--- config.mk ---
export PLATFORM = sky130hd
export DESIGN_NAME = sha256_message_hasher_flat
export DESIGN_NICKNAME = d
export VERILOG_FILES = /design/src/hdl/sha256_pkg.sv /design/src/hdl/sha256_if.sv /design/src/hdl/sha256_compress.sv /design/src/hdl/sha256_message_hasher.sv /design/src/flat_wrapper.sv
export SDC_FILE = /design/constraint.sdc
export NUM_CORES = 2
export LEC_CHECK = 0
export ABC_CLOCK_PERIOD_IN_PS = 24400
export BUFFER_PORTS_ARGS = -buffer_cell sky130_fd_sc_hd__buf_4
export CAP_MARGIN = 20
export CORE_AREA = 10 10 484 368
export CTS_BUF_LIST = sky130_fd_sc_hd__clkbuf_4
export DETAILED_ROUTE_END_ITERATION = 6
export DIE_AREA = 0 0 494 378
export GPL_TIMING_DRIVEN = 0
export PLACE_DENSITY = 0.7
export SYNTH_ARGS = -nofsm -noshare
export SYNTH_HDL_FRONTEND = slang
export SYNTH_SLANG_ARGS = --single-unit
--- constraint.sdc ---
create_clock -name clk_i -period 24.4 [get_ports clk_i]
set_clock_uncertainty 0.15 [all_clocks]
set_input_delay 4.88 -clock clk_i [delete_from_list [all_inputs] [get_ports clk_i]]
set_output_delay 4.88 -clock clk_i [all_outputs]
set_load 0.01 [all_outputs]
--- src/hdl/sha256_pkg.sv ---
// ----------------------------------------------------------------------------
// SHA-256 shared definitions
// Command codes, round constants, initial hash and the SHA-256 bit functions.
// ----------------------------------------------------------------------------
`default_nettype none

package sha256_pkg;

  // Command codes carried on the input word.
  localparam logic [1:0] CMD_APPEND     = 2'd0;
  localparam logic [1:0] CMD_APPEND_FIN = 2'd1;
  localparam logic [1:0] CMD_FINISH     = 2'd2;

  localparam int unsigned BLOCK_BYTES = 64;
  localparam int unsigned BLOCK_BITS  = 8 * BLOCK_BYTES;
  localparam int unsigned COUNT_W     = 61;

  localparam logic [7:0] PAD_BYTE = 8'h80;

  localparam logic [7:0][31:0] H_INIT = {
    32'h5be0cd19, 32'h1f83d9ab, 32'h9b05688c, 32'h510e527f,
    32'ha54ff53a, 32'h3c6ef372, 32'hbb67ae85, 32'h6a09e667
  };

  localparam logic [31:0] ROUND_K [64] = '{
    32'h428a2f98, 32'h71374491, 32'hb5c0fbcf, 32'he9b5dba5,
    32'h3956c25b, 32'h59f111f1, 32'h923f82a4, 32'hab1c5ed5,
    32'hd807aa98, 32'h12835b01, 32'h243185be, 32'h550c7dc3,
    32'h72be5d74, 32'h80deb1fe, 32'h9bdc06a7, 32'hc19bf174,
    32'he49b69c1, 32'hefbe4786, 32'h0fc19dc6, 32'h240ca1cc,
    32'h2de92c6f, 32'h4a7484aa, 32'h5cb0a9dc, 32'h76f988da,
    32'h983e5152, 32'ha831c66d, 32'hb00327c8, 32'hbf597fc7,
    32'hc6e00bf3, 32'hd5a79147, 32'h06ca6351, 32'h14292967,
    32'h27b70a85, 32'h2e1b2138, 32'h4d2c6dfc, 32'h53380d13,
    32'h650a7354, 32'h766a0abb, 32'h81c2c92e, 32'h92722c85,
    32'ha2bfe8a1, 32'ha81a664b, 32'hc24b8b70, 32'hc76c51a3,
    32'hd192e819, 32'hd6990624, 32'hf40e3585, 32'h106aa070,
    32'h19a4c116, 32'h1e376c08, 32'h2748774c, 32'h34b0bcb5,
    32'h391c0cb3, 32'h4ed8aa4a, 32'h5b9cca4f, 32'h682e6ff3,
    32'h748f82ee, 32'h78a5636f, 32'h84c87814, 32'h8cc70208,
    32'h90befffa, 32'ha4506ceb, 32'hbef9a3f7, 32'hc67178f2
  };

  // Control group from the byte sequencer to the compression unit.
  typedef struct packed {
    logic start;
    logic init;
  } cmp_ctl_t;

  function automatic logic [31:0] bsig0(input logic [31:0] x);
    bsig0 = {x[1:0], x[31:2]} ^ {x[12:0], x[31:13]} ^ {x[21:0], x[31:22]};
  endfunction

  function automatic logic [31:0] bsig1(input logic [31:0] x);
    bsig1 = {x[5:0], x[31:6]} ^ {x[10:0], x[31:11]} ^ {x[24:0], x[31:25]};
  endfunction

  function automatic logic [31:0] ssig0(input logic [31:0] x);
    ssig0 = {x[6:0], x[31:7]} ^ {x[17:0], x[31:18]} ^ {3'b000, x[31:3]};
  endfunction

  function automatic logic [31:0] ssig1(input logic [31:0] x);
    ssig1 = {x[16:0], x[31:17]} ^ {x[18:0], x[31:19]} ^ {10'd0, x[31:10]};
  endfunction

endpackage

`default_nettype wire

--- src/hdl/sha256_if.sv ---
// ----------------------------------------------------------------------------
// SHA-256 stream interfaces
// Valid/ready channels for message bytes in and digest words out.
// ----------------------------------------------------------------------------
`default_nettype none

interface sha256_in_if;
  logic       valid;
  logic       ready;
  logic [1:0] cmd;
  logic [7:0] data_byte;

  modport source (output valid, output cmd, output data_byte, input ready);
  modport sink   (input valid, input cmd, input data_byte, output ready);
endinterface

interface sha256_out_if;
  logic        valid;
  logic        ready;
  logic [31:0] digest_word;
  logic [2:0]  word_index;
  logic        last_word;

  modport source (output valid, output digest_word, output word_index,
                  output last_word, input ready);
  modport sink   (input valid, input digest_word, input word_index,
                  input last_word, output ready);
endinterface

`default_nettype wire

--- src/hdl/sha256_compress.sv ---
// ----------------------------------------------------------------------------
// SHA-256 compression unit
// One shared round datapath, stepped through all 64 rounds of a block, plus the final add.
// ----------------------------------------------------------------------------
`default_nettype none

module sha256_compress import sha256_pkg::*; (
  input  wire logic                  clk_i,
  input  wire logic                  rst_ni,
  input  wire cmp_ctl_t              ctl_i,
  input  wire logic [BLOCK_BITS-1:0] block_i,
  output logic                       done_o,
  output logic [7:0][31:0]           hash_o
);

  typedef enum logic [2:0] {
    C_IDLE = 3'b001,
    C_RUN  = 3'b010,
    C_ADD  = 3'b100
  } cst_e;

  cst_e             state_q, state_d;
  logic [5:0]       rnd_q, rnd_d;
  logic [7:0][31:0] h_q, h_d;
  logic [7:0][31:0] v_q, v_d;
  logic [15:0][31:0] w_q, w_d;

  logic [31:0] w_new, w_cur, t1, t2, ch, maj;

  // Rolling schedule: w_q[0] is the oldest of the last sixteen words.
  always_comb begin
    w_new = w_q[0] + ssig0(w_q[1]) + w_q[9] + ssig1(w_q[14]);
    w_cur = (rnd_q[5:4] == 2'b00) ? w_q[0] : w_new;
    ch    = (v_q[4] & v_q[5]) ^ (~v_q[4] & v_q[6]);
    maj   = (v_q[0] & v_q[1]) ^ (v_q[0] & v_q[2]) ^ (v_q[1] & v_q[2]);
    t1    = v_q[7] + bsig1(v_q[4]) + ch + ROUND_K[rnd_q] + w_cur;
    t2    = bsig0(v_q[0]) + maj;
  end

  always_comb begin
    state_d = state_q;
    rnd_d   = rnd_q;
    h_d     = h_q;
    v_d     = v_q;
    w_d     = w_q;
    done_o  = 1'b0;
    case (state_q)
      C_IDLE: begin
        if (ctl_i.init) begin
          h_d = H_INIT;
        end
        if (ctl_i.start) begin
          for (int j = 0; j < 16; j++) begin
            w_d[j] = block_i[BLOCK_BITS-1-32*j -: 32];
          end
          v_d     = h_q;
          rnd_d   = '0;
          state_d = C_RUN;
        end
      end
      C_RUN: begin
        v_d = {v_q[6:4], v_q[3] + t1, v_q[2:0], t1 + t2};
        w_d = {w_cur, w_q[15:1]};
        rnd_d = rnd_q + 6'd1;
        if (rnd_q == 6'd63) begin
          state_d = C_ADD;
        end
      end
      C_ADD: begin
        for (int j = 0; j < 8; j++) begin
          h_d[j] = h_q[j] + v_q[j];
        end
        done_o  = 1'b1;
        state_d = C_IDLE;
      end
      default: begin
        state_d = C_IDLE;
      end
    endcase
  end

  always_ff @(posedge clk_i or negedge rst_ni) begin
    if (!rst_ni) begin
      state_q <= C_IDLE;
      rnd_q   <= '0;
      h_q     <= H_INIT;
    end else begin
      state_q <= state_d;
      rnd_q   <= rnd_d;
      h_q     <= h_d;
    end
  end

  always_ff @(posedge clk_i) begin
    v_q <= v_d;
    w_q <= w_d;
  end

  assign hash_o = h_q;

endmodule

`default_nettype wire

--- src/hdl/sha256_message_hasher.sv ---
// ----------------------------------------------------------------------------
// SHA-256 message hasher
// Byte intake, padding sequencer and digest output around one round unit.
// ----------------------------------------------------------------------------
// Message bytes arrive one word per handshake on in_i and are shifted into a
// 512-bit block register; an ordinary byte does not stall intake. When the
// sixty-fourth byte of a block lands, intake stops while the block is handed
// over and while the compression unit runs one SHA-256 round per clock
// through a single shared round datapath and then adds the working
// variables into the chaining state. A finish command (with or without a
// final byte) makes the sequencer feed the pad byte, zero fill and the
// 64-bit big-endian bit length through the same byte path, one byte per
// cycle, so finishing costs the fill up to the block end plus one
// compression, or a further block of fill and a second compression when
// the length does not fit behind the pad byte. The eight digest words then
// leave on out_o, most significant first, one per accepted word; in_i stays
// not ready until the last one is taken, after which the hash state returns
// to its initial value and a new message may start at once. Command code
// three is accepted and ignored. The byte count wraps modulo 2^61.
// ----------------------------------------------------------------------------
`default_nettype none

module sha256_message_hasher import sha256_pkg::*; (
  input  wire logic    clk_i,
  input  wire logic    rst_ni,
  sha256_in_if.sink    in_i,
  sha256_out_if.source out_o
);

  typedef enum logic [4:0] {
    S_IDLE = 5'b00001,  // taking message bytes
    S_PAD  = 5'b00010,  // feeding pad, fill and length bytes
    S_LOAD = 5'b00100,  // handing a full block to the round unit
    S_COMP = 5'b01000,  // waiting for the round unit
    S_OUT  = 5'b10000   // sending digest words
  } st_e;

  st_e                   state_q, state_d;
  logic [5:0]            pos_q, pos_d;
  logic [COUNT_W-1:0]    cnt_q, cnt_d;
  logic                  pad80_q, pad80_d;   // pad byte still to be sent
  logic                  len_ok_q, len_ok_d; // this block carries the length
  logic                  fin_q, fin_d;       // a finish is in progress
  logic                  last_q, last_d;     // block in flight is the final one
  logic [2:0]            widx_q, widx_d;
  logic [BLOCK_BITS-1:0] blk_q;

  logic             in_acc, out_acc;
  logic             shift_en, wrap;
  logic [7:0]       shift_byte, pad_byte, len_byte;
  logic [63:0]      len_bits;
  cmp_ctl_t         cmp_ctl;
  logic             cmp_done;
  logic [7:0][31:0] hash;

  assign in_acc  = in_i.valid && in_i.ready;
  assign out_acc = out_o.valid && out_o.ready;

  // The length bytes go out big-endian at block positions 56 to 63.
  assign len_bits = {cnt_q, 3'b000};
  assign len_byte = len_bits[{~pos_q[2:0], 3'b000} +: 8];
  assign pad_byte = pad80_q ? PAD_BYTE
                  : ((len_ok_q && (pos_q[5:3] == 3'b111)) ? len_byte : 8'h00);

  always_comb begin
    shift_en   = 1'b0;
    shift_byte = pad_byte;
    cnt_d      = cnt_q;
    if (state_q == S_PAD) begin
      shift_en = 1'b1;
    end else if (in_acc && (in_i.cmd == CMD_APPEND || in_i.cmd == CMD_APPEND_FIN)) begin
      shift_en   = 1'b1;
      shift_byte = in_i.data_byte;
      cnt_d      = cnt_q + COUNT_W'(1);
    end
    wrap  = shift_en && (pos_q == 6'd63);
    pos_d = shift_en ? pos_q + 6'd1 : pos_q;
  end

  always_comb begin
    state_d      = state_q;
    pad80_d      = pad80_q;
    len_ok_d     = len_ok_q;
    fin_d        = fin_q;
    last_d       = last_q;
    widx_d       = widx_q;
    cmp_ctl      = '0;
    case (state_q)
      S_IDLE: begin
        if (in_acc) begin
          case (in_i.cmd)
            CMD_APPEND: begin
              if (wrap) begin
                fin_d   = 1'b0;
                last_d  = 1'b0;
                state_d = S_LOAD;
              end
            end
            CMD_APPEND_FIN: begin
              fin_d    = 1'b1;
              pad80_d  = 1'b1;
              len_ok_d = 1'b0;
              last_d   = 1'b0;
              state_d  = wrap ? S_LOAD : S_PAD;
            end
            CMD_FINISH: begin
              fin_d    = 1'b1;
              pad80_d  = 1'b1;
              len_ok_d = 1'b0;
              state_d  = S_PAD;
            end
            default: begin
            end
          endcase
        end
      end
      S_PAD: begin
        if (pad80_q) begin
          pad80_d = 1'b0;
          // The length fits only if the pad byte lands before position 56.
          len_ok_d = (pos_q[5:3] != 3'b111);
        end
        if (wrap) begin
          last_d   = len_ok_q;
          len_ok_d = 1'b1;
          state_d  = S_LOAD;
        end
      end
      S_LOAD: begin
        cmp_ctl.start = 1'b1;
        state_d       = S_COMP;
      end
      S_COMP: begin
        if (cmp_done) begin
          if (!fin_q) begin
            state_d = S_IDLE;
          end else if (last_q) begin
            widx_d  = '0;
            state_d = S_OUT;
          end else begin
            state_d = S_PAD;
          end
        end
      end
      S_OUT: begin
        if (out_acc) begin
          widx_d = widx_q + 3'd1;
          if (widx_q == 3'd7) begin
            cmp_ctl.init = 1'b1;
            fin_d        = 1'b0;
            state_d      = S_IDLE;
          end
        end
      end
      default: begin
        state_d = S_IDLE;
      end
    endcase
  end

  always_ff @(posedge clk_i or negedge rst_ni) begin
    if (!rst_ni) begin
      state_q  <= S_IDLE;
      pos_q    <= '0;
      cnt_q    <= '0;
      pad80_q  <= 1'b0;
      len_ok_q <= 1'b0;
      fin_q    <= 1'b0;
      last_q   <= 1'b0;
      widx_q   <= '0;
    end else begin
      state_q  <= state_d;
      pos_q    <= pos_d;
      // The count restarts once the last digest word has gone.
      cnt_q    <= cmp_ctl.init ? '0 : cnt_d;
      pad80_q  <= pad80_d;
      len_ok_q <= len_ok_d;
      fin_q    <= fin_d;
      last_q   <= last_d;
      widx_q   <= widx_d;
    end
  end

  // Block register: bytes enter at the bottom, so byte 0 ends up on top.
  always_ff @(posedge clk_i) begin
    if (shift_en) begin
      blk_q <= {blk_q[BLOCK_BITS-9:0], shift_byte};
    end
  end

  sha256_compress u_compress (
    .clk_i   (clk_i),
    .rst_ni  (rst_ni),
    .ctl_i   (cmp_ctl),
    .block_i (blk_q),
    .done_o  (cmp_done),
    .hash_o  (hash)
  );

  assign in_i.ready        = (state_q == S_IDLE);
  assign out_o.valid       = (state_q == S_OUT);
  assign out_o.digest_word = hash[widx_q];
  assign out_o.word_index  = widx_q;
  assign out_o.last_word   = (widx_q == 3'd7);

endmodule

`default_nettype wire

--- src/flat_wrapper.sv ---
// flat-port wrapper written by rule: the top's interface ports become plain ports
module sha256_message_hasher_flat import sha256_pkg::*;
  (clk_i, rst_ni, in_i_valid, in_i_cmd, in_i_data_byte, in_i_ready, out_o_valid, out_o_digest_word, out_o_word_index, out_o_last_word, out_o_ready);
  sha256_in_if in_i_i ();
  sha256_out_if out_o_i ();
  input  wire logic clk_i;
  input  wire logic rst_ni;
  input wire logic [$bits(in_i_i.valid)-1:0] in_i_valid;
  input wire logic [$bits(in_i_i.cmd)-1:0] in_i_cmd;
  input wire logic [$bits(in_i_i.data_byte)-1:0] in_i_data_byte;
  output wire logic [$bits(in_i_i.ready)-1:0] in_i_ready;
  output wire logic [$bits(out_o_i.valid)-1:0] out_o_valid;
  output wire logic [$bits(out_o_i.digest_word)-1:0] out_o_digest_word;
  output wire logic [$bits(out_o_i.word_index)-1:0] out_o_word_index;
  output wire logic [$bits(out_o_i.last_word)-1:0] out_o_last_word;
  input wire logic [$bits(out_o_i.ready)-1:0] out_o_ready;
  assign in_i_i.valid = in_i_valid;
  assign in_i_i.cmd = in_i_cmd;
  assign in_i_i.data_byte = in_i_data_byte;
  assign in_i_ready = in_i_i.ready;
  assign out_o_valid = out_o_i.valid;
  assign out_o_digest_word = out_o_i.digest_word;
  assign out_o_word_index = out_o_i.word_index;
  assign out_o_last_word = out_o_i.last_word;
  assign out_o_i.ready = out_o_ready;
  sha256_message_hasher u_core (.clk_i(clk_i), .rst_ni(rst_ni), .in_i(in_i_i), .out_o(out_o_i));
endmodule
; Word level (Yosys, flattened, before mapping)
; Memory sizes are Yosys's and may differ from the RTL's.
; Cells that the tools add are included.
[classes]
bitwise_logic = 19
mux = 63
n_reduce_logical = 25
add_sub_neg = 22
n_shift = 1
n_eq_ne = 32
n_lt_le_gt_ge = 2
[op_table]
columns = cell, n
row1 = 256-bit one-hot mux with 2 select lines, 2
row2 = 512-bit one-hot mux with 2 select lines, 1
row3 = 32-bit adder, 18
row4 = 256-bit 2-to-1 mux, 2
row5 = 512-bit 2-to-1 mux, 1
row6 = 32-bit bitwise XOR, 9
row7 = 61-bit 2-to-1 mux, 3
row8 = 32-bit AND, 5
row9 = 32-bit 2-to-1 mux, 4
row10 = 32-bit binary-select mux with 3-bit select, 1
row11 = 64-bit by 7-bit indexed part select with 8-bit output, 1
row12 = "61-bit by 1-bit adder with 61-bit output, second input constant", 1
row13 = 5-bit 2-to-1 mux, 7
row14 = 8-bit 2-to-1 mux, 4
row15 = 32-bit inverter, 1
row16 = 32-bit by 22-bit bitwise XOR with 32-bit output, 1
row17 = 32-bit by 29-bit bitwise XOR with 32-bit output, 1
row18 = 5-bit one-hot mux with 5 select lines, 1
row19 = 3-bit 2-to-1 mux, 7
row20 = 1-bit 2-to-1 mux, 19
row21 = 5-bit one-hot mux with 3 select lines, 1
row22 = 5-bit AND reduction, 3
row23 = "6-bit by 1-bit adder with 6-bit output, second input constant", 2
row24 = "6-bit equality test, second input constant", 2
row25 = other kinds (33), 67
[totals]
mem_count = 1
reg_bits = 1624
romBits = 2048
elab_cells = 208
out_inout_bits = 38
input_bits = 14
[memory_table]
columns = memory, depth, word_bits, read_ports, rd_ports_with_merged_regs, write_ports, line
row1 = (no name shown), 64, 32, 1, 0, 0, sha256_compress.sv:36  ; t1 = v_q[7] + bsig1(v_q[4]) + ch + ROUND_K[rnd_q] + w_cur;

; Longest topological paths before layout
[depth]
depth_word = 10
depth_mapped = 44
depth_no_buf = 44

; Cells and area by module
; From an unflattened synthesis, not the netlist that was laid out.
[unflattened]
cells_unflattened = 8708
area_unflattened_um2 = 91188.7
[modules_own_cells]
columns = mod, n_inst, seq_area_each_um2, cells_per_inst, area_each_um2
row1 = sha256_compress, 1, 29864.9, 7579, 69170.1
row2 = sha256_message_hasher, 1, 17352.9, 1129, 22018.6

; Least setup slack after synthesis
; No wires, ideal clock.
[synth_path]
path_type = in2reg
from = input port in_i_cmd[1]
to = register u_core.last_q
setup_time_ns = 0.133
t_required_ns = 24.117
cell_stages = 8
slack_ns = 4.988
t_arrival_ns = 19.129
n_path_buf = 0
cell_sequence = inv_1 ha_1 o211ai_1 nand2_1 nand4_1 nand3_1 nand3_1 a32o_1
[synth_between]
elab_chain_cells = 8
word_cells_on_any_way = 14
classes_between = eq/ne: 4 / mux: 5 / reduce/logical: 5
[synth_lines]
columns = item, line
row1 = "start, declared", flat_wrapper.sv:9  ; input wire logic [$bits(in_i_i.cmd)-1:0] in_i_cmd;
row2 = 2-bit by 1-bit equality test with 1-bit output or 2-bit logical NOT (tied branches), sha256_message_hasher.sv:71  ; end else if (in_acc && (in_i.cmd == CMD_APPEND || in_i.cmd == CMD_APPEND_FIN)) begin
row3 = 1-bit logical OR *, sha256_message_hasher.sv:71
row4 = 1-bit logical AND *, sha256_message_hasher.sv:71
row5 = 1-bit 2-to-1 mux *, sha256_message_hasher.sv:71
row6 = 1-bit 2-to-1 mux *, sha256_message_hasher.sv:69  ; if (state_q == S_PAD) begin
row7 = via u_core.shift_en, sha256_message_hasher.sv:49  ; logic shift_en, wrap;
row8 = 1-bit logical AND *, sha256_message_hasher.sv:76  ; wrap = shift_en && (pos_q == 6'd63);
row9 = 3-bit inequality test (no line) or 2-bit by 1-bit inequality test with 1-bit output (tied branches), -
row10 = 5-bit AND reduction (no line) *, -
row11 = "end signal, assigned", sha256_message_hasher.sv:179  ; last_q <= last_d;
row12 = "end, declared", sha256_message_hasher.sv:44  ; logic last_q, last_d;
; The timed path passes the listed nets; every way through them passes the cells marked *. The select of a mux whose other input is x is not followed.
; A chain may end at the register's enable or synchronous reset.

==> metrics.txt <==
status=complete, no violations; FP Rows=131; Worst-path clk slew=0.07 ns; CP max stage delay=0.85 ns; Die H=378 um; Finished Layout Cells=12100; Worst Setup Start Kind=flop; post-route cell area=102000 um^2; core box area=169000 um^2; Iter 0 DRT Violations=11500; Final WS setup=11.04 ns; period utilization=0.548; max cap viols=0; Crit Path Class=reg -> reg; switch share=0.298; DRC=0; Pre-Repair DR Iteration Count=7; met3 routed WL=59.3 mm; Netlist Area Pre-Place=91900 um^2; critical path's most frequent cell=fa_1; part of the Yosys area used for sequential elements=0.514; commonest non-fill, non-tap cells in the layout=nand2_1, edfxtp_1, clkbuf_4; P_int=4850 uW; clock buffer depth=4; DRT met1 WL=152 mm; Crit path max-delay family=adder cells; vias=74500; EDFF count, synth=1280; DR WL/cell=28.6 um; die width=494 um; first-pass GRT wire length=487 mm; CTS Buf Count=414; TritonCTS clock tree=yes; share of cells above drive strength 1=0.116; measured slew at the worst slew-check pin=1.35 ns; max-slew violations=0; fmax=74.8 MHz; final hold viol count=0; remaining global-route overflow=0; crit path max fanout=5; DR top layer=met5; Crit path buffers/inverters=5; synthesized instance count=8932; nets@finish=10100; Cell Area, Placed=96300 um^2; most common library cell in the layout ignoring fill and taps=nand2_1; vias in the first global route=68700; top_reg_cell synth=edfxtp_1; switching power=2060 uW; WP data arrival=14.22 ns; clock power share=0.344; Post-Route WL=345 mm; latest clock arrival within the worst-skew pair=1.38 ns; total track usage=0.360; WL met2=126 mm; # IOs=52; dpl hpwl=265 mm; syn_area_per_cell=10.3 um^2; Unique masters post-synth=103; Root Driver=clkbuf_4; multi-input logic area=41700 um^2; clock sink count=1624; dpl cells=11300; initial core utilization=0.545; Syn Nets=9550; Reg area=47200 um^2; GPL Wtd Cong=1.07; worst hold path type=reg -> reg; YS warnings=0; Port Buf Inserts=51; minimum clock period=13.36 ns; Worst slew margin=0.0976; Post-CTS Resized=0; Post-CTS Setup Repair Bufs=0; layout overhead on the synthesized area=10.7%; Critical-path top delay cell=xnor2_1; Vias/cell=6.17; #FFs+latches synth=1624; Gate power share=0.171; pin count of the biggest net entering global routing=111; RSZ-0062 raised after global routing=false; Fill cells=14400; Flop pwr share=0.485; Detail Route Antenna Nets=0; DP Worst Slack=11.79 ns; H-tree levels=5; final-report setup violation count=0; Peak VDD IR=57.0 uV; initial antenna violation count=26; WP data required=25.26 ns; cts hold-fix bufs=0; post-synthesis async set-or-reset flop share=0.212; Leak=0.0420 uW; CP Capture Type=flop; die area=187000 um^2; pwr/cell area=67.9 nW/um^2
## metal layers
layer | vias to the layer above | GRT usage
met3 | 570 | 0.175
li1 | 32300 | -
met1 | 36600 | 0.555
met4 | 6 | 0.0973
met2 | 5020 | 0.436
met5 | - | 0
## path summary, 6_finish.rpt
check                           slack, ns                                   endpoint                            startpoint  depth (start not counted)
worst max-delay path                11.04        u_core.u_compress.v_q[31]$_DFFE_PP_  u_core.u_compress.w_q[459]$_DFFE_PP_                         41
worst min-delay path                 0.22                 u_core.blk_q[60]$_DFFE_PP_            u_core.blk_q[52]$_DFFE_PP_                          0
worst max register to register      11.04        u_core.u_compress.v_q[31]$_DFFE_PP_  u_core.u_compress.w_q[459]$_DFFE_PP_                         41
worst min register to register       0.22                 u_core.blk_q[60]$_DFFE_PP_            u_core.blk_q[52]$_DFFE_PP_                          0
max in group asynchronous           19.56  u_core.u_compress.hash_o[210]$_DFFE_PN0P_                                rst_ni                          2
min in group asynchronous            3.28   u_core.u_compress.hash_o[36]$_DFFE_PN0P_                                rst_ni                          1
## through the flow
stage	power [uW]	utilization	hold WS, ns	setup TNS [ns]
4_1_cts	6890	0.601	0.215	0
3_5_place_dp	4540	0.571	0.282	0
6_report	6910	0.603	0.222	0
5_1_grt	7170	0.602	0.199	0
2_1_floorplan	4170	-	0.272	0
3_3_place_gp	4640	0.564	0.278	-2951.42
## synthesized netlist by cell type, drive strengths merged, types with 40 or more instances
library cell | n | area, um^2
a21oi | 511 | 2560
dfstp | 138 | 3630
nand3 | 95 | 480
inv | 401 | 1510
o31ai | 40 | 300
fa | 196 | 3920
nor2 | 440 | 1660
nor2b | 46 | 288
a21o | 204 | 1530
o21ai | 454 | 2270
mux4 | 85 | 1910
nand2b | 56 | 353
xor2 | 268 | 2350
o21bai | 51 | 383
clkbuf | 377 | 1420
and3 | 49 | 307
xnor2 | 370 | 3260
nand2 | 2536 | 9520
a31oi | 47 | 294
o21a | 50 | 375
nor3 | 64 | 337
mux2 | 42 | 473
edfxtp | 1280 | 38400
dfrtp | 206 | 5150
ha | 408 | 5100
## registers in the layout (all words and copies together), names as in the netlist, 5 cells and up
name	count
u_core.blk_q	512
u_core.cnt_q	61
u_core.pos_q	6
u_core.state_q	5
u_core.u_compress.hash_o	256
u_core.u_compress.rnd_q	6
u_core.u_compress.v_q	256
u_core.u_compress.w_q	512
## power groups by stage
stage | clock [uW] | sequential, uW | combinational, uW
2_1_floorplan | 0 | 3460 | 710
3_3_place_gp | 0 | 3570 | 1070
3_5_place_dp | 0 | 3400 | 1140
4_1_cts | 2400 | 3340 | 1140
5_1_grt | 2540 | 3360 | 1260
6_report | 2380 | 3350 | 1180
## layout make-up
class / count / share of cell area
Clock inverter: 102 / 0.00520
Buffer: 406 / 0.0152
Timing Repair Buffer: 135 / 0.0168
Sequential cell: 1624 / 0.464
Multi-Input combinational cell: 6499 / 0.410
Inverter: 403 / 0.0149
Clock buffer: 618 / 0.0456
Tap cell: 2261 / 0.0278
Antenna cell: 22 / 0.000541
## logic make-up (layout without fill, tap and decap cells)
| logic type | after synthesis | after routing | share of synthesized area |
|---|---|---|---|
| adder cells (fa/ha/maj) | 608 | 608 | 0.0986 |
| buffers and inverters | 809 | 1664 | 0.0331 |
| XOR/XNOR | 638 | 638 | 0.0609 |
| AND/OR/NAND/NOR | 3456 | 3456 | 0.154 |
| AO/OA/AOI/OAI | 1632 | 1632 | 0.110 |
| other | 0 | 22 | 0 |
| flip-flops | 1624 | 1624 | 0.514 |
| multiplexers | 165 | 165 | 0.0301 |
Power figures use the tool's default switching activity.
